$ cat config.mk
export PLATFORM = sky130hd
export DESIGN_NAME = vpimt_front
export DESIGN_NICKNAME = d
export VERILOG_FILES = /design/src/design/vpimt_pkg.sv /design/src/design/vpimt_front.sv
export SDC_FILE = /design/constraint.sdc
export NUM_CORES = 1
export LEC_CHECK = 0
export BUFFER_PORTS_ARGS = -buffer_cell sky130_fd_sc_hd__clkbuf_2
export CAP_MARGIN = 20
export CELL_PAD_IN_SITES_DETAIL_PLACEMENT = 2
export CELL_PAD_IN_SITES_GLOBAL_PLACEMENT = 2
export CORE_MARGIN = 1.5
export CORE_UTILIZATION = 35
export DETAILED_ROUTE_END_ITERATION = 7
export PLACE_DENSITY = 0.95
export SYNTH_ARGS = -nofsm -noshare
export SYNTH_HDL_FRONTEND = slang
export SYNTH_SLANG_ARGS = --single-unit
$ cat constraint.sdc
create_clock -name clk -period 23.7 [get_ports clk]
set_input_delay 1.185 -clock clk [delete_from_list [all_inputs] [get_ports clk]]
set_output_delay 1.185 -clock clk [all_outputs]
set_load 0.01 [all_outputs]
$ cat src/design/vpimt_pkg.sv
`timescale 1ns / 1ps

package vpimt_pkg;

    localparam int MASS_W = 22;
    localparam int CODE_W = 32;
    localparam int MOM_W = 31;
    localparam int MAG_W = 31;
    localparam int SUM_MAG_W = 32;
    localparam int TAG_W = 3;
    localparam int CFG_ADDR_W = 2;
    localparam int WIDE_W = 64;
    localparam int ROOT_W = 32;
    localparam int SQRT_STEPS = 32;
    localparam int FIFO_DEPTH = 2;

    localparam logic [CFG_ADDR_W-1:0] REG_ELECTRON_MASS = 2'd0;
    localparam logic [CFG_ADDR_W-1:0] REG_PION_MASS = 2'd1;
    localparam logic [CFG_ADDR_W-1:0] REG_PROTON_MASS = 2'd2;

    localparam logic [MASS_W-1:0] ELECTRON_MASS_RESET = 22'd511;
    localparam logic [MASS_W-1:0] PION_MASS_RESET = 22'd139570;
    localparam logic [MASS_W-1:0] PROTON_MASS_RESET = 22'd938272;

    localparam logic [CODE_W-1:0] CODE_ELECTRON = 32'd11;
    localparam logic [CODE_W-1:0] CODE_PION = 32'd211;
    localparam logic [CODE_W-1:0] CODE_PROTON = 32'd2212;

    localparam logic [TAG_W-1:0] TAG_NONE = 3'd0;
    localparam logic [TAG_W-1:0] TAG_PHOTON = 3'd1;
    localparam logic [TAG_W-1:0] TAG_KSHORT = 3'd2;
    localparam logic [TAG_W-1:0] TAG_LAMBDA = 3'd3;
    localparam logic [TAG_W-1:0] TAG_ANTILAMBDA = 3'd4;

    // One classified track pair as it waits between front and back.
    typedef struct packed {
        logic                             hyp;
        logic [TAG_W-1:0]                 tag;
        logic [MASS_W-1:0]                m1;
        logic [MASS_W-1:0]                m2;
        logic [2:0][MAG_W-1:0]            mag1;
        logic [2:0][MAG_W-1:0]            mag2;
        logic [2:0][SUM_MAG_W-1:0]        msum;
    } entry_t;

    typedef struct packed {
        logic [TAG_W-1:0]   tag;
        logic [ROOT_W-1:0]  mass;
        logic               ok;
    } result_t;

endpackage

$ cat src/design/vpimt_front.sv
`timescale 1ns / 1ps

module vpimt_front (
    input  logic                                clk,
    input  logic                                rst_n,
    input  logic                                start,
    output logic                                busy,
    input  logic signed [vpimt_pkg::CODE_W-1:0] first_code,
    input  logic signed [vpimt_pkg::CODE_W-1:0] second_code,
    input  logic signed [vpimt_pkg::MOM_W-1:0]  first_px,
    input  logic signed [vpimt_pkg::MOM_W-1:0]  first_py,
    input  logic signed [vpimt_pkg::MOM_W-1:0]  first_pz,
    input  logic signed [vpimt_pkg::MOM_W-1:0]  second_px,
    input  logic signed [vpimt_pkg::MOM_W-1:0]  second_py,
    input  logic signed [vpimt_pkg::MOM_W-1:0]  second_pz,
    input  logic [vpimt_pkg::MASS_W-1:0]        electron_mass,
    input  logic [vpimt_pkg::MASS_W-1:0]        pion_mass,
    input  logic [vpimt_pkg::MASS_W-1:0]        proton_mass,
    input  logic                                fifo_full,
    output logic                                push,
    output vpimt_pkg::entry_t                   push_entry
);

    logic                       valid_reg;
    logic                       valid_next;
    vpimt_pkg::entry_t          entry_reg;
    vpimt_pkg::entry_t          entry_next;
    logic                       accept;
    logic                       e1, e2, pi1, pi2, pr1, pr2;
    logic [2:0][vpimt_pkg::MOM_W-1:0] p1;
    logic [2:0][vpimt_pkg::MOM_W-1:0] p2;

    assign p1 = {first_pz, first_py, first_px};
    assign p2 = {second_pz, second_py, second_px};

    assign push = valid_reg && !fifo_full;
    assign busy = valid_reg && fifo_full;
    assign accept = start && !busy;
    assign push_entry = entry_reg;

    // A code matches when its magnitude does; the most negative code matches nothing.
    assign e1 = (first_code == vpimt_pkg::CODE_ELECTRON) ||
                (first_code == -vpimt_pkg::CODE_ELECTRON);
    assign e2 = (second_code == vpimt_pkg::CODE_ELECTRON) ||
                (second_code == -vpimt_pkg::CODE_ELECTRON);
    assign pi1 = (first_code == vpimt_pkg::CODE_PION) ||
                 (first_code == -vpimt_pkg::CODE_PION);
    assign pi2 = (second_code == vpimt_pkg::CODE_PION) ||
                 (second_code == -vpimt_pkg::CODE_PION);
    assign pr1 = (first_code == vpimt_pkg::CODE_PROTON) ||
                 (first_code == -vpimt_pkg::CODE_PROTON);
    assign pr2 = (second_code == vpimt_pkg::CODE_PROTON) ||
                 (second_code == -vpimt_pkg::CODE_PROTON);

    always_comb
    begin
        logic [vpimt_pkg::SUM_MAG_W-1:0] s;
        entry_next = entry_reg;
        entry_next.hyp = 1'b1;
        entry_next.tag = vpimt_pkg::TAG_NONE;
        entry_next.m1 = '0;
        entry_next.m2 = '0;
        priority if (e1 && e2)
        begin
            entry_next.m1 = electron_mass;
            entry_next.m2 = electron_mass;
            entry_next.tag = vpimt_pkg::TAG_PHOTON;
        end
        else if (pi1 && pi2)
        begin
            entry_next.m1 = pion_mass;
            entry_next.m2 = pion_mass;
            entry_next.tag = vpimt_pkg::TAG_KSHORT;
        end
        else if (pr1 && pi2)
        begin
            entry_next.m1 = proton_mass;
            entry_next.m2 = pion_mass;
            entry_next.tag = first_code[vpimt_pkg::CODE_W-1] ?
                             vpimt_pkg::TAG_ANTILAMBDA : vpimt_pkg::TAG_LAMBDA;
        end
        else if (pi1 && pr2)
        begin
            entry_next.m1 = pion_mass;
            entry_next.m2 = proton_mass;
            entry_next.tag = second_code[vpimt_pkg::CODE_W-1] ?
                             vpimt_pkg::TAG_ANTILAMBDA : vpimt_pkg::TAG_LAMBDA;
        end
        else
        begin
            entry_next.hyp = 1'b0;
        end
        for (int i = 0; i < 3; i++)
        begin
            entry_next.mag1[i] = p1[i][vpimt_pkg::MOM_W-1] ? (~p1[i] + 1'b1) : p1[i];
            entry_next.mag2[i] = p2[i][vpimt_pkg::MOM_W-1] ? (~p2[i] + 1'b1) : p2[i];
            s = {p1[i][vpimt_pkg::MOM_W-1], p1[i]} + {p2[i][vpimt_pkg::MOM_W-1], p2[i]};
            entry_next.msum[i] = s[vpimt_pkg::SUM_MAG_W-1] ? (~s + 1'b1) : s;
        end
    end

    always_comb
    begin
        valid_next = valid_reg;
        if (accept)
        begin
            valid_next = 1'b1;
        end
        else if (push)
        begin
            valid_next = 1'b0;
        end
    end

    always_ff @(posedge clk or negedge rst_n)
    begin
        if (!rst_n)
        begin
            valid_reg <= 1'b0;
        end
        else
        begin
            valid_reg <= valid_next;
        end
    end

    always_ff @(posedge clk)
    begin
        if (accept)
        begin
            entry_reg <= entry_next;
        end
    end

endmodule

==> flow_results.xml <==
<?xml version="1.0" encoding="UTF-8"?>
<metrics>
  <group name="sta">
    <metric name="slew_viol_final" unit="">0</metric>
    <metric name="fin_setup_tns" unit="ns">0</metric>
    <metric name="grt_setup_unrepaired" unit="">false</metric>
    <metric name="tightestPinTransition" unit="ns">1.138</metric>
    <metric name="final_hold_viol_count" unit="">0</metric>
    <metric name="timing.slew.headroom" unit="%">24.13</metric>
    <metric name="clock_skew" unit="ns">0.02171</metric>
    <metric name="layout_setup_ws" unit="ns">18.64</metric>
    <metric name="fmaxAchievable" unit="GHz">0.1978</metric>
    <metric name="setup_viol_count_final" unit="">0</metric>
    <metric name="period_share" unit="%">21.33</metric>
    <metric name="final_period_minus_worst_setup_slack" unit="ns">5.056</metric>
  </group>
  <group name="layout">
    <metric name="final_core_utilization" unit="%">44.32</metric>
    <metric name="layout.filler_cells" unit="">6711</metric>
    <metric name="layout-drive-gt1-share" unit="%">28.27</metric>
    <metric name="final_net_count" unit="">3217</metric>
    <metric name="area_growth" unit="%">25.49</metric>
    <metric name="largest_register_ffs" unit="">330</metric>
  </group>
  <group name="grt">
    <metric name="first_pass_grt_wire_length" unit="mm">155.8</metric>
    <metric name="grt_start_max_net_pins" unit="">172</metric>
    <metric name="antenna_violations_before_repair" unit="">14</metric>
    <metric name="via_count_of_the_first_global_routing_pass" unit="">24260</metric>
    <metric name="globalRouteTotalUtil" unit="%">31.55</metric>
    <metric name="global_route.overflow_total" unit="">0</metric>
  </group>
  <group name="job">
    <metric name="max_cap_violations" unit="">0</metric>
  </group>
  <group name="synth">
    <metric name="fraction_of_synthesis_flops_using_an_asynchronous_set_or_reset_pin" unit="%">0.3021</metric>
    <metric name="number_of_enable_type_register_cells_in_the_synthesized_netlist" unit="">330</metric>
    <metric name="syn-instance-count" unit="">2154</metric>
    <metric name="mappedNetlistNets" unit="">2579</metric>
    <metric name="synthDistinctLibCells" unit="">99</metric>
    <metric name="ys_seq_elements" unit="">331</metric>
    <metric name="ys.warnings.count" unit="">0</metric>
    <metric name="avgSynthCellArea" unit="um2">10.32</metric>
    <metric name="synth.cell_area" unit="um2">22240</metric>
    <metric name="synth_seq_area_share" unit="%">44.67</metric>
    <metric name="synth-main-ff-cell" unit="">sky130_fd_sc_hd__edfxtp_1</metric>
  </group>
  <group name="pwr">
    <metric name="worst_ir_drop_vdd" unit="mV">0.04433</metric>
    <metric name="totalPowerFinal" unit="uW">2004</metric>
    <metric name="p_leak" unit="uW">0.01094</metric>
    <metric name="power.density" unit="nW/um2">71.81</metric>
  </group>
  <group name="setup_path">
    <metric name="required" unit="ns">23.98</metric>
    <metric name="critical_path.max_fanout" unit="">5</metric>
    <metric name="start_kind" unit="">input pin</metric>
    <metric name="cp_data_arrival_time" unit="ns">5.34</metric>
    <metric name="regToRegStartpoint" unit="">valid_reg</metric>
    <metric name="r2r.worst_path.cells" unit="">5</metric>
    <metric name="r2r_setup_slack" unit="ns">20.69</metric>
    <metric name="timing.setup.critical_path_class" unit="">input pin to flip-flop</metric>
    <metric name="cp-end-kind" unit="">flip-flop</metric>
    <metric name="r2r_end" unit="">push_entry[285]</metric>
  </group>
  <group name="clock_tree">
    <metric name="clockBufferDepth" unit="">3</metric>
    <metric name="cts_tree" unit="">done</metric>
    <metric name="root_buffer" unit="">sky130_fd_sc_hd__clkbuf_16</metric>
    <metric name="numCtsBuffers" unit="">42</metric>
    <metric name="htree_levels" unit="">2</metric>
    <metric name="clock_latency_on_the_worst_skew_pair" unit="ns">0.57</metric>
    <metric name="numClockSinks" unit="">331</metric>
    <metric name="cts_setup_buffers" unit="">0</metric>
    <metric name="cts_hold_buffers" unit="">0</metric>
    <metric name="postCtsResizedCells" unit="">0</metric>
    <metric name="clk_pin_slew" unit="ns">0.06</metric>
  </group>
  <group name="drt">
    <metric name="finalWirelength" unit="mm">108.3</metric>
    <metric name="avgRoutedWirePerCell" unit="um">29.34</metric>
    <metric name="routedLengthMet1" unit="mm">38.99</metric>
    <metric name="vias" unit="">22120</metric>
    <metric name="drt_iter0_drc" unit="">1526</metric>
    <metric name="maxUsedRoutingLayer" unit="">met4</metric>
    <metric name="antenna_left" unit="">0</metric>
    <metric name="detail_route.vias_per_cell" unit="">5.995</metric>
    <metric name="detailed_routing_iteration_count_for_the_pre_antenna_repair_pass" unit="">7</metric>
    <metric name="drc_errors" unit="">0</metric>
    <metric name="met3RoutedLength" unit="mm">7.196</metric>
    <metric name="routed-wl-met2" unit="mm">55.35</metric>
  </group>
  <group name="die">
    <metric name="initial_cell_density_of_the_core" unit="%">35.32</metric>
    <metric name="num_rows" unit="">92</metric>
    <metric name="floorplan.io_pins" unit="">652</metric>
    <metric name="core_area" unit="um2">62970</metric>
    <metric name="die-width" unit="um">255.1</metric>
    <metric name="floorplan.die.height" unit="um">255.1</metric>
    <metric name="design.die.area" unit="um2">65060</metric>
  </group>
  <group name="placement">
    <metric name="placer_s_final_routability_congestion_estimate" unit="">0.9292</metric>
    <metric name="dp_worst_setup_slack" unit="ns">18.31</metric>
    <metric name="place_hpwl" unit="mm">78.93</metric>
    <metric name="numPortBuffers" unit="">651</metric>
  </group>
  <group name="outcome">
    <metric name="outcome" unit="">completed</metric>
  </group>
  <group name="min_path">
    <metric name="hp-class" unit="">input pin to asynchronous set/reset pin</metric>
  </group>
</metrics>
-- layer usage --
metal / vias up / global-route usage (%)
li1: 9451 / -
met1: 11220 / 33.43
met2: 1091 / 57.04
met3: 358 / 6.865
met4: 0 / 19.26
met5: - / 0
-- worst max-delay path: stages --
cell and delay [ns]:
sky130_fd_sc_hd__clkbuf_2 0.11, sky130_fd_sc_hd__ha_1 0.21, sky130_fd_sc_hd__inv_1 0.07, sky130_fd_sc_hd__fa_1 0.44
sky130_fd_sc_hd__nand2b_1 0.22, sky130_fd_sc_hd__a31oi_1 0.56, sky130_fd_sc_hd__o21ai_2 0.20, sky130_fd_sc_hd__o31a_1 0.38
sky130_fd_sc_hd__xnor2_1 0.22, sky130_fd_sc_hd__nor3_2 0.36, sky130_fd_sc_hd__nand3b_1 0.22, sky130_fd_sc_hd__nor4_1 0.77
sky130_fd_sc_hd__a21oi_1 0.20, sky130_fd_sc_hd__xor2_1 0.19
-- how the worst max path moves through the flow --
stage	to	from	slack, ns
after floorplan	push_entry[0]	fifo_full	6.77
after global placement	push_entry[76]	first_pz[16]	18.58
after detailed placement	push_entry[80]	first_pz[16]	18.31
after CTS	push_entry[80]	first_pz[10]	18.70
after global routing	push_entry[58]	second_py[0]	18.49
final	push_entry[58]	second_py[0]	18.64
-- cells by family after synthesis --
kind of cell | Yosys count | share of synthesized area [%]
adder cells (fa/ha/maj) | 105 | 6.009
multiplexers | 28 | 1.266
AND/OR/NAND/NOR | 649 | 15.38
buffers and inverters | 117 | 2.172
flip-flops | 331 | 44.67
AO/OA/AOI/OAI | 596 | 17.50
XOR/XNOR | 328 | 13.00
-- power breakdown --
group | switching (uW) | internal, uW | total [uW]
logic | 357 | 192 | 549
registers | 24.8 | 725 | 750
clock network | 288 | 417 | 705
total | 670 | 1330 | 2000
-- area by class of cell --
type / count / area (um2) / share of cell area, %
antenna: 18 / 45.04 / 0.1614
clock buffer: 52 / 1172 / 4.201
clock inverter: 26 / 294.0 / 1.054
inverter: 46 / 172.7 / 0.6187
multi-input combinational: 1706 / 11840 / 42.41
sequential: 331 / 9935 / 35.60
tap: 846 / 1059 / 3.793
timing repair buffer: 665 / 3396 / 12.17
-- placed cells by master, fill, tap and decap left out, drive strengths merged, types with 19 or more instances in the layout --
| cell | instances |
|---|---|
| clkbuf | 703 |
| edfxtp | 330 |
| xnor2 | 258 |
| nand2 | 190 |
| o21ai | 186 |
| a21oi | 125 |
| nor2 | 119 |
| ha | 102 |
| xor2 | 70 |
| o31ai | 54 |
| inv | 46 |
| nor4 | 38 |
| or3 | 36 |
| nor3 | 36 |
| o41ai | 35 |
| nand3 | 32 |
| a21o | 31 |
| nand2b | 30 |
| nand4 | 29 |
| or4 | 29 |
| mux2i | 27 |
| nor2b | 26 |
| a21boi | 23 |
| o21a | 22 |
| a31oi | 20 |
| a211oi | 19 |
-- synth_stat cells (27+ instances only) --
cell                       instances  share of area, %
sky130_fd_sc_hd__a21o_1           31               1.0
sky130_fd_sc_hd__a21oi_1         122               2.7
sky130_fd_sc_hd__clkbuf_1         57              0.96
sky130_fd_sc_hd__edfxtp_1        330                45
sky130_fd_sc_hd__ha_1            102               5.7
sky130_fd_sc_hd__inv_1            45              0.76
sky130_fd_sc_hd__mux2i_1          27               1.2
sky130_fd_sc_hd__nand2_1         190               3.2
sky130_fd_sc_hd__nand2b_1         29              0.82
sky130_fd_sc_hd__nand3_1          31              0.70
sky130_fd_sc_hd__nand4_1          29              0.82
sky130_fd_sc_hd__nor2_1          119               2.0
sky130_fd_sc_hd__nor3_1           33              0.74
sky130_fd_sc_hd__nor4_1           35              0.98
sky130_fd_sc_hd__o21ai_0         154               3.5
sky130_fd_sc_hd__o21ai_1          30              0.68
sky130_fd_sc_hd__o31ai_1          53               1.8
sky130_fd_sc_hd__o41ai_1          34               1.3
sky130_fd_sc_hd__or3_1            36               1.0
sky130_fd_sc_hd__xnor2_1         258                10
sky130_fd_sc_hd__xor2_1           69               2.7
-- stage by stage --
step | instances | hold WS [ns] | instance area, um2
2_1_floorplan | 2154 | 0.6544 | 22240
3_3_place_gp | 3592 | 0.6656 | 26360
3_5_place_dp | 3592 | 0.7133 | 26360
4_1_cts | 3670 | 0.3491 | 27830
5_1_grt | 3687 | 0.3521 | 27900
6_report | 3690 | 0.3714 | 27910
Power figures use the tool's default switching activity.
