--- src/design/vpimt_pkg.sv ---
`timescale 1ns / 1ps

package vpimt_pkg;

    localparam int MASS_W = 22;
    localparam int CODE_W = 32;
    localparam int MOM_W = 31;
    localparam int MAG_W = 31;
    localparam int SUM_MAG_W = 32;
    localparam int TAG_W = 3;
    localparam int CFG_ADDR_W = 2;
    localparam int WIDE_W = 64;
    localparam int ROOT_W = 32;
    localparam int SQRT_STEPS = 32;
    localparam int FIFO_DEPTH = 2;

    localparam logic [CFG_ADDR_W-1:0] REG_ELECTRON_MASS = 2'd0;
    localparam logic [CFG_ADDR_W-1:0] REG_PION_MASS = 2'd1;
    localparam logic [CFG_ADDR_W-1:0] REG_PROTON_MASS = 2'd2;

    localparam logic [MASS_W-1:0] ELECTRON_MASS_RESET = 22'd511;
    localparam logic [MASS_W-1:0] PION_MASS_RESET = 22'd139570;
    localparam logic [MASS_W-1:0] PROTON_MASS_RESET = 22'd938272;

    localparam logic [CODE_W-1:0] CODE_ELECTRON = 32'd11;
    localparam logic [CODE_W-1:0] CODE_PION = 32'd211;
    localparam logic [CODE_W-1:0] CODE_PROTON = 32'd2212;

    localparam logic [TAG_W-1:0] TAG_NONE = 3'd0;
    localparam logic [TAG_W-1:0] TAG_PHOTON = 3'd1;
    localparam logic [TAG_W-1:0] TAG_KSHORT = 3'd2;
    localparam logic [TAG_W-1:0] TAG_LAMBDA = 3'd3;
    localparam logic [TAG_W-1:0] TAG_ANTILAMBDA = 3'd4;

    // One classified track pair as it waits between front and back.
    typedef struct packed {
        logic                             hyp;
        logic [TAG_W-1:0]                 tag;
        logic [MASS_W-1:0]                m1;
        logic [MASS_W-1:0]                m2;
        logic [2:0][MAG_W-1:0]            mag1;
        logic [2:0][MAG_W-1:0]            mag2;
        logic [2:0][SUM_MAG_W-1:0]        msum;
    } entry_t;

    typedef struct packed {
        logic [TAG_W-1:0]   tag;
        logic [ROOT_W-1:0]  mass;
        logic               ok;
    } result_t;

endpackage

--- src/design/vpimt_fifo.sv ---
`timescale 1ns / 1ps

module vpimt_fifo (
    input  logic              clk,
    input  logic              rst_n,
    input  logic              push,
    input  vpimt_pkg::entry_t push_entry,
    input  logic              pop,
    output logic              full,
    output logic              empty,
    output vpimt_pkg::entry_t head
);

    vpimt_pkg::entry_t mem_reg [vpimt_pkg::FIFO_DEPTH];
    logic              wr_ptr_reg, wr_ptr_next;
    logic              rd_ptr_reg, rd_ptr_next;
    logic [1:0]        count_reg, count_next;
    logic              do_pop;

    assign full = (count_reg == 2'(vpimt_pkg::FIFO_DEPTH));
    assign empty = (count_reg == 2'd0);
    assign head = mem_reg[rd_ptr_reg];
    assign do_pop = pop && !empty;

    always_comb
    begin
        wr_ptr_next = push ? ~wr_ptr_reg : wr_ptr_reg;
        rd_ptr_next = do_pop ? ~rd_ptr_reg : rd_ptr_reg;
        count_next = count_reg + 2'(push) - 2'(do_pop);
    end

    always_ff @(posedge clk or negedge rst_n)
    begin
        if (!rst_n)
        begin
            wr_ptr_reg <= 1'b0;
            rd_ptr_reg <= 1'b0;
            count_reg <= 2'd0;
        end
        else
        begin
            wr_ptr_reg <= wr_ptr_next;
            rd_ptr_reg <= rd_ptr_next;
            count_reg <= count_next;
        end
    end

    always_ff @(posedge clk)
    begin
        if (push)
        begin
            mem_reg[wr_ptr_reg] <= push_entry;
        end
    end

endmodule

--- config.mk ---
export PLATFORM = sky130hd
export DESIGN_NAME = vpimt_fifo
export DESIGN_NICKNAME = d
export VERILOG_FILES = /design/src/design/vpimt_pkg.sv /design/src/design/vpimt_fifo.sv
export SDC_FILE = /design/constraint.sdc
export NUM_CORES = 1
export LEC_CHECK = 0
export BUFFER_PORTS_ARGS = -buffer_cell sky130_fd_sc_hd__buf_2
export CAP_MARGIN = 10
export CELL_PAD_IN_SITES_DETAIL_PLACEMENT = 0
export CELL_PAD_IN_SITES_GLOBAL_PLACEMENT = 1
export CORE_ASPECT_RATIO = 0.5
export CORE_MARGIN = 3
export CORE_UTILIZATION = 40
export DETAILED_ROUTE_END_ITERATION = 12
export GPL_TIMING_DRIVEN = 0
export MAX_ROUTING_LAYER = met4
export PLACE_DENSITY_LB_ADDON = 0.1
export SLEW_MARGIN = 20
export SYNTH_ARGS = -nofsm -noshare
export SYNTH_HDL_FRONTEND = slang
export SYNTH_SLANG_ARGS = --single-unit
--- constraint.sdc ---
create_clock -name clk -period 32.5 [get_ports clk]
set_clock_uncertainty 0.05 [all_clocks]
set_input_delay 1.625 -clock clk [delete_from_list [all_inputs] [get_ports clk]]
set_output_delay 1.625 -clock clk [all_outputs]
set_load 0.05 [all_outputs]
==> impl_metrics.json, run 1 <==
{
  "status": "finished clean",
  "port_buffers": 665,
  "timing.final.crit_share_pct": 11.5,
  "final_max_slew_viol_count": 0,
  "htree_levels": 2,
  "nets": 2130,
  "whs_path_depth": 1,
  "core_um2": 61900,
  "grt_pass1_vias": 13500,
  "drt_pass1_iterations": 5,
  "r2r-end": "mem_reg[0][90]$_DFFE_PP_",
  "tightest_slew_ps": 604,
  "cts_sinks": 664,
  "cp.arrival_ps": 2050,
  "antenna_found_initial": 15,
  "tns_ps": 0,
  "place_inst": 2557,
  "required_ps": 30820,
  "final_cell_mix": "buf_2 (669), edfxtp_1 (660), mux2_4 (290)",
  "power_mw": 3.44,
  "cp_max_fo": 10,
  "place_congestion": 0.752,
  "holdPathEnd": "wr_ptr_reg$_DFFE_PN0P_",
  "area_growth_pct": 27.9,
  "synth_cell_types": 16,
  "p_leak_nw": 13.0,
  "fin_cells": 2681,
  "wire_per_inst_um": 21.7,
  "fmax_ghz": 0.269,
  "hp-start": "wr_ptr_reg$_DFFE_PN0P_",
  "final_common_cell": "buf_2",
  "ys_ff_latch": 664,
  "hp-class": "flip-flop to flip-flop",
  "syn-num-nets": 1380,
  "drive_above_1_share_pct": 62.2,
  "cts_made_buffers": 60,
  "track_usage_pct": 17.3,
  "syn_inst": 1044,
  "end_kind": "output port",
  "clock-root-buffer": "clkbuf_16",
  "io_pins": 666,
  "die_h_um": 184,
  "r2r_start": "wr_ptr_reg$_DFFE_PN0P_",
  "ys_seq_area_share_pct": 78.6,
  "startpoint": "rd_ptr_reg$_DFFE_PN0P_",
  "drv_cap": 0,
  "layout_min_cycle_time_ps": 3720,
  "clk_pin_slew_ps": 60,
  "die-area_um2": 66600,
  "routed_wl_mm": 58.2,
  "crit_type": "flip-flop to output port",
  "cts_hold_buf": 0,
  "powerDensity_nw_per_um2": 106,
  "netlist_area_um2": 25300,
  "grt_max_degree": 56,
  "ir_worst_vdd_mv": 0.0502,
  "clk_path_buf_depth": 3,
  "regToRegSetupSlack_ps": 29690,
  "grt_pass1_wl_mm": 82.2,
  "grt_overflow": 0,
  "ant_nets": 0,
  "rsz0062_at_grt": "no",
  "cts_tree": "yes",
  "post-route-drc-count": 0,
  "initial_core_util_pct": 40.9,
  "reg2regPathDepth": 9,
  "hpwl_mm": 43.3,
  "relSlewSlack_pct": 59.8,
  "yosys_warnings": 0,
  "cts_setup_buffers": 0,
  "largest_reg_flops": 660,
  "timing.final.hold_violations": 0,
  "synth_area_per_cell_um2": 24.3,
  "die_x_um": 362,
  "routed_via_density": 4.60,
  "clkLatencyLatePin_ps": 590,
  "cts_resized": 0,
  "cp-start-kind": "flip-flop",
  "vias": 12300,
  "drt_iter0_drc": 473,
  "setup_violations": 0,
  "num_rows": 64
}
[worst max-delay path by stage]
stage | to | depth (start not counted)
2_1_floorplan | mem_reg[0][0]$_DFFE_PP_ | 1
3_5_place_dp | mem_reg[0][90]$_DFFE_PP_ | 10
4_1_cts | head[257] | 5
6_report | head[257] | 5
3_3_place_gp | mem_reg[0][42]$_DFFE_PP_ | 2
5_1_grt | head[288] | 5
[cell type report]
cell class | count | area (um^2)
clock inverters | 40 | 502
fillers | 5087 | 29500
diodes | 14 | 35.0
multi-input cells | 341 | 4900
plain buffers | 37 | 522
well taps | 825 | 1030
inverters | 2 | 7.51
flip-flops and latches | 664 | 19900
repair buffers | 688 | 3930
clock buffers | 70 | 1560
[cells by family (layout without fill, tap and decap cells)]
kind of cell    after synthesis  in the layout  share of synthesized area, %
mux                         330            330                          19.0
buf+inv                      39            837                          2.09
fa+ha+maj                     2              2                        0.0987
xor+xnor                      4              4                         0.138
simple gates                  4              4                        0.0889
other cells                   0             14                             0
compound gates                1              1                        0.0296
flops                       664            664                          78.6
[power by group]
part	switching (mW)	leakage, nW	internal, mW
Combinational	1.01	5.74	0.508
Sequential	0.0372	6.24	1.13
Clock	0.305	1.01	0.438
[synthesized netlist by cell type, drive strengths merged]
cell,number,area (um^2)
ha,2,25.0
nor2,1,3.75
edfxtp,660,19800
o21a,1,7.51
and2,1,6.26
inv,2,7.51
dfrtp,4,100
xor2,2,17.5
nor2b,2,12.5
buf,37,522
xnor2,2,17.5
mux2,330,4800
[critical path: stages, from the launching register on]
cell	delay [ps]
dfrtp_1	340
buf_6	170
buf_8	210
buf_8	190
mux2_4	310
buf_2	220
[per-layer routing]
metal | vias up | wire (um) | part of all wire [%] | GRT usage [%]
met3 | 97 | 2370 | 4.1 | 3.65
li1 | 5713 | - | - | -
met1 | 6277 | 17500 | 30 | 15.0
met4 | 0 | 1910 | 3.3 | 6.53
met5 | - | 0 | 0 | -
met2 | 255 | 36400 | 63 | 35.8
[stage by stage]
step	util, %	setup WS [ps]	hold slack (ps)	cell area, um^2
2_1_floorplan	-	15580	405	25300
3_3_place_gp	48.0	7700	421	29700
3_5_place_dp	49.0	28270	490	30300
4_1_cts	52.3	28670	499	32400
5_1_grt	52.4	28650	545	32400
6_report	52.4	28780	498	32400
Power figures use the tool's default switching activity.
==> inputs of run 2 (changes only) <==
==> constraint.sdc (replaced) <==
create_clock -name clk -period 3.1 [get_ports clk]
set_clock_uncertainty 0.05 [all_clocks]
set_input_delay 0.155 -clock clk [delete_from_list [all_inputs] [get_ports clk]]
set_output_delay 0.155 -clock clk [all_outputs]
set_load 0.05 [all_outputs]
==> run 2 against run 1 <==
  * Via count grew 9.7%
  * Register-to-register slack got worse by 29000 ps
  * Core utilization grew 4.7 points
  * Count of clock-buffer cells in the layout up 3
  * Critical path type is now flip-flop to flip-flop
  * Largest cell class unchanged
==> impl_metrics.json, run 2 (synthesis gave the netlist of run 1 again) <==
{
  "tns_ps": 0,
  "area_growth_pct": 39.4,
  "cts_sinks": 664,
  "drt_pass1_iterations": 4,
  "switchingPower_mw": 14.3,
  "port_buffers": 665,
  "initial_core_util_pct": 40.9,
  "setup_violations": 0,
  "timing.final.hold_violations": 0,
  "grt_max_degree": 55,
  "die-area_um2": 66600,
  "layout_min_cycle_time_ps": 2570,
  "clock-root-buffer": "clkbuf_16",
  "post-route-drc-count": 0,
  "largest_reg_flops": 660,
  "cts_setup_buffers": 0,
  "setup_ws_ps": 533,
  "required_ps": 3330,
  "drv_cap": 0,
  "final_max_slew_viol_count": 0,
  "status": "finished clean",
  "cp_cell_sequence": "nor2b_4 -> buf_12 -> buf_16 -> buf_12 -> buf_12 -> buf_16 -> buf_16",
  "place_inst": 2555,
  "gr-usage-met2_pct": 37.0,
  "grt_overflow": 0,
  "cp.arrival_ps": 2800,
  "die_h_um": 184,
  "routed_wl_mm": 60.4,
  "hp-start": "push_entry[165]",
  "antenna_found_initial": 2,
  "routed_via_density": 4.52,
  "relSlewSlack_pct": 53.9,
  "cp-start-kind": "flip-flop",
  "place_congestion": 0.756,
  "end_kind": "flip-flop",
  "cp_max_fo": 25,
  "clk_path_buf_depth": 3,
  "powerDensity_nw_per_um2": 1000,
  "cts_tree": "yes",
  "die_x_um": 362,
  "cpLargestDelayFamily": "buffers and inverters",
  "grt_pass1_vias": 15100,
  "hpwl_mm": 43.9,
  "htree_levels": 2,
  "drt_iter0_drc": 548,
  "nets": 2461,
  "num_rows": 64,
  "use_met3_pct": 2.84,
  "top_usage_layer": "met2",
  "vias": 13500,
  "rsz0062_at_grt": "no",
  "whs_ps": 227,
  "wire_per_inst_um": 20.2,
  "crit_buf_inv": 6,
  "final_cell_mix": "buf_2 (669), edfxtp_1 (660), dlygate4sd3_1 (334)",
  "startpoint": "wr_ptr_reg$_DFFE_PN0P_",
  "clkLatencyLatePin_ps": 590,
  "fin_cells": 2995,
  "pre_cts_ws_ps": 528,
  "timing.final.crit_share_pct": 82.8,
  "use_met1_pct": 16.7,
  "p_leak_nw": 14.2,
  "crit_type": "flip-flop to flip-flop",
  "drive_above_1_share_pct": 52.2,
  "core_um2": 61900,
  "fmax_ghz": 0.389,
  "tightest_slew_ps": 691,
  "cpPeakStageDelay_ps": 450,
  "p_clk_share_pct": 19.3,
  "cts_made_buffers": 59,
  "track_usage_pct": 18.2,
  "grt_pass1_wl_mm": 88.2,
  "seqPwrFrac_pct": 34.7,
  "intPower_mw": 21.1,
  "ir_worst_vdd_mv": 0.532,
  "pwr-share-comb_pct": 46.1,
  "r2r_start": "wr_ptr_reg$_DFFE_PN0P_",
  "cp_slowest_cell": "nor2b_4",
  "final_common_cell": "buf_2",
  "clk_pin_slew_ps": 60,
  "switching_share_pct": 40.3,
  "ant_nets": 0,
  "hp-class": "input pin to flip-flop",
  "io_pins": 666
}
## run 2: changes by cell type in the layout (fill, tap and decap cells not counted), moves of 5 or more
cell and delta:
buf_12 +5, buf_16 -7, clkbuf_1 +5, bufinv_16 -9, dlygate4sd3_1 +334, diode_2 -10
## run 2: repair_timing
item,CTS,global route
gates resized for setup,0,0
hold buffers,334,0
endpoints found under the hold margin,680,0
endpoints found under the setup margin,0,0
## run 2: metal layers
metal  vias up  part of all wire [%]  routed length [um]
met5         -                     0                   0
met4         0                   4.0                2450
met3       125                   3.1                1890
met2       279                    61               36800
met1      6780                    32               19200
li1       6356                     -                   -
## run 2: layout make-up
cell class                      instances  area, um^2
Fill cell                            4852       26600
Sequential cell                       664       19900
Timing Repair Buffer                 1020        7180
Multi-Input combinational cell        341        4900
Clock buffer                           73        1530
Tap cell                              825        1030
Buffer                                 37         522
Clock inverter                         29         215
Antenna cell                            4        10.0
Inverter                                2        7.51
## run 2: power groups by stage
| stage | logic, mW | registers (mW) | clock network [mW] |
|---|---|---|---|
| finish | 16.3 | 12.3 | 6.82 |
| global route | 16.9 | 12.4 | 7.43 |
| CTS | 16.6 | 12.3 | 7.09 |
| detailed placement | 16.2 | 12.5 | 0 |
| global placement | 15.4 | 12.8 | 0 |
| floorplan | 12.5 | 12.7 | 0 |
## run 2: path summary, 6_finish.rpt
kind / end / cells after the start / slack [ps]
worst min-delay path: mem_reg[0][165]$_DFFE_PP_ / 2 / 230
min in group asynchronous: count_reg[0]$_DFF_PN0_ / 3 / 440
worst max-delay path: mem_reg[0][110]$_DFFE_PP_ / 7 / 530
worst max register to register: mem_reg[0][110]$_DFFE_PP_ / 7 / 530
max in group asynchronous: wr_ptr_reg$_DFFE_PN0P_ / 3 / 2390
worst min register to register: wr_ptr_reg$_DFFE_PN0P_ / 1 / 520
## run 2: per-stage QoR
stage	instance area (um^2)	utilization (%)	power, mW
6_report	35300	57.1	35.4
3_3_place_gp	29700	48.0	28.2
5_1_grt	35300	57.1	36.8
3_5_place_dp	30200	48.8	28.7
4_1_cts	35300	57.0	35.9
2_1_floorplan	25400	-	25.2
==> inputs of run 3 (changes only) <==
--- a/config.mk
+++ b/config.mk
@@ -5,13 +5,14 @@
 export SDC_FILE = /design/constraint.sdc
 export NUM_CORES = 1
 export LEC_CHECK = 0
+export ABC_AREA = 1
 export BUFFER_PORTS_ARGS = -buffer_cell sky130_fd_sc_hd__buf_2
 export CAP_MARGIN = 10
 export CELL_PAD_IN_SITES_DETAIL_PLACEMENT = 0
 export CELL_PAD_IN_SITES_GLOBAL_PLACEMENT = 1
 export CORE_ASPECT_RATIO = 0.5
 export CORE_MARGIN = 3
-export CORE_UTILIZATION = 40
+export CORE_UTILIZATION = 38
 export DETAILED_ROUTE_END_ITERATION = 12
 export GPL_TIMING_DRIVEN = 0
 export MAX_ROUTING_LAYER = met4
==> constraint.sdc (replaced) <==
create_clock -name clk -period 2.2 [get_ports clk]
set_clock_uncertainty 0.05 [all_clocks]
set_input_delay 0.11 -clock clk [delete_from_list [all_inputs] [get_ports clk]]
set_output_delay 0.11 -clock clk [all_outputs]
set_load 0.05 [all_outputs]
==> run 3 against run 2 <==
  * Core utilization increased by 0.66 points
  * Power increased by 54%
  * Combinational power increased by 67%
  * Critical endpoint is now head[172]
==> impl_metrics.json, run 3 <==
{
  "status": "finished clean",
  "place_congestion": 0.765,
  "hpwl_mm": 46.8,
  "crit_type": "flip-flop to output port",
  "synth_area_per_cell_um2": 13.9,
  "die-area_um2": 67200,
  "required_ps": 2040,
  "cp_cell_sequence": "buf_6 -> inv_8 -> buf_12 -> buf_6 -> nand2_1 -> nand2_1 -> buf_4",
  "io_pins": 666,
  "clk_pin_slew_ps": 70,
  "final_cell_mix": "nand2_1 (999), edfxtp_1 (660), buf_2 (368)",
  "die_x_um": 364,
  "p_leak_nw": 15.3,
  "grt_pass1_wl_mm": 97.0,
  "fmax_ghz": 0.472,
  "grt_max_degree": 32,
  "whs_ps": 177,
  "largest_reg_flops": 660,
  "drive_above_1_share_pct": 29.4,
  "synth_edf_count": 660,
  "utilization_pct": 57.7,
  "nets": 3182,
  "final_common_cell": "nand2_1",
  "reg2regPathDepth": 7,
  "drv_cap": 0,
  "cts_tree": "yes",
  "powerDensity_nw_per_um2": 1520,
  "grt_pass1_vias": 16800,
  "clk_path_buf_depth": 3,
  "placed_area_um2": 29400,
  "yosys_warnings": 0,
  "synth_cell_types": 13,
  "startpoint": "rd_ptr_reg$_DFFE_PN0P_",
  "clock-root-buffer": "clkbuf_16",
  "core_um2": 62200,
  "num_rows": 64,
  "netlist_top_cells_area": "edfxtp_1 (82%), nand2_1 (15%), buf_6 (1.1%), buf_2 (0.70%), dfrtp_1 (0.41%)",
  "cp_slowest_cell": "dfrtp_1",
  "post-route-drc-count": 0,
  "vias": 16500,
  "setup_violations": 0,
  "synthArstFlopShare_pct": 0.602,
  "die_h_um": 185,
  "grt_overflow": 0,
  "final_max_slew_viol_count": 0,
  "drt_iter0_drc": 729,
  "syn_inst": 1754,
  "hp-class": "input pin to flip-flop",
  "yosysTopAreaCell": "edfxtp_1",
  "timing.final.hold_violations": 0,
  "ant_nets": 0,
  "cpPeakStageDelay_ps": 370,
  "r2r_start": "wr_ptr_reg$_DFFE_PN0P_",
  "netlist_area_um2": 24300,
  "port_buffers": 665,
  "syn-num-nets": 2090,
  "layout_min_cycle_time_ps": 2120,
  "ys_ff_latch": 664,
  "ir_worst_vdd_mv": 0.753,
  "cts_sinks": 664,
  "antenna_found_initial": 3,
  "routed_wl_mm": 66.5,
  "relSlewSlack_pct": 79.7,
  "synth_flop_cell": "edfxtp_1",
  "ys_seq_area_share_pct": 82.0,
  "cts_made_buffers": 59,
  "end_kind": "output port",
  "drt_pass1_iterations": 4,
  "cp_max_fo": 10,
  "track_usage_pct": 19.8,
  "initial_core_util_pct": 39.1,
  "cp-start-kind": "flip-flop",
  "synth_top_area_share_pct": 81.6,
  "rsz0062_at_grt": "yes",
  "r2r-end": "mem_reg[1][175]$_DFFE_PP_",
  "routed_via_density": 4.44,
  "crit_buf_inv": 5,
  "htree_levels": 2,
  "final_area_um2": 35900,
  "clkLatencyLatePin_ps": 600,
  "cp.arrival_ps": 1960,
  "worstSetupEndpoint": "head[172]",
  "cpLargestDelayFamily": "buffers and inverters",
  "synth_most_common_cell": "nand2_1",
  "timing.final.crit_share_pct": 96.2,
  "synth_commonest_cells": "nand2_1 (1000), edfxtp_1 (660), buf_2 (34)",
  "area_growth_pct": 47.8,
  "tightest_slew_ps": 304,
  "cp.depth": 7,
  "wire_per_inst_um": 17.9,
  "regToRegSetupSlack_ps": 120
}
## run 3: cell types whose count changed in the layout (fill, tap and decap cells not counted), moves of 28 or more
cell and change:
buf_4 +202, mux2_2 -40, buf_2 -301, buf_8 -28, buf_6 +144, nand2_1 +999, mux2_4 -290
## run 3: per-layer routing
layer,part of all wire [%],vias to the layer above,GRT usage (%),routed length (um)
li1,-,8145,-,-
met1,34,7920,19.4,22700
met2,58,311,39.0,38800
met3,3.7,126,3.42,2470
met4,3.7,0,7.13,2470
met5,0,-,-,0
## run 3: report_power, final
| part | leakage [nW] | internal [mW] | total [mW] | switching (mW) |
|---|---|---|---|---|
| combinational | 8.16 | 8.02 | 27.3 | 19.3 |
| sequential | 6.24 | 16.7 | 17.2 | 0.478 |
| clock | 0.900 | 5.64 | 10.1 | 4.45 |
## run 3: cells by family (layout without fill, tap and decap cells)
logic type,Yosys count,count (layout),synth area share [%]
and+or+nand+nor,1004,1004,15.5
DFF,664,664,82.0
buffers and inverters,83,1221,2.38
xor gates and xnor gates,1,1,0.0360
other,0,3,0
adders and majority gates,2,2,0.103
## run 3: how the worst min path moves through the flow
stage,startpoint,to,slack [ps],depth (start not counted)
CTS,push_entry[190],mem_reg[0][190]$_DFFE_PP_,130,2
detailed placement,rst_n,rd_ptr_reg$_DFFE_PN0P_,-120,1
global placement,rst_n,rd_ptr_reg$_DFFE_PN0P_,-130,1
floorplan,rst_n,count_reg[0]$_DFF_PN0_,-240,0
finish,push_entry[315],mem_reg[0][315]$_DFFE_PP_,180,2
global route,push_entry[78],mem_reg[0][78]$_DFFE_PP_,140,2
## run 3: worst reg2reg max path, cell delays in order, from the launching register on
cell and delay [ps]:
dfrtp_2 420, nand2_2 80, clkinvlp_4 100, buf_16 170, buf_12 200, buf_16 210, buf_12 290, buf_16 250
## run 3: final cells by class
| type | instances | area [um^2] |
|---|---|---|
| Antenna cell | 3 | 7.51 |
| Buffer | 73 | 699 |
| Clock buffer | 80 | 1600 |
| Clock inverter | 27 | 244 |
| Fill cell | 5166 | 26300 |
| Inverter | 10 | 48.8 |
| Multi-Input combinational cell | 1007 | 3810 |
| Sequential cell | 664 | 19900 |
| Tap cell | 825 | 1030 |
| Timing Repair Buffer | 1031 | 8550 |
## run 3: timing repair
action                                  CTS  global route
hold buffers                            334             0
setup buffers                             2             0
cloned                                    0             1
pin swaps                                 1             0
endpoints found under the setup margin  444           348
gates resized for setup                 324           151
hold endpoints to repair                668             0
## run 3: metrics by stage
step                instances  worst slack, ps  power [mW]   TNS, ps
finish                   3720             83.1        54.6         0
global route             3720            -53.2        57.2     -1560
CTS                      3717            -83.7        54.3    -13840
detailed placement       3274             -291        41.6    -15720
global placement         3244            -7390        37.7  -4679910
floorplan                1754            -3690        34.3  -2403580
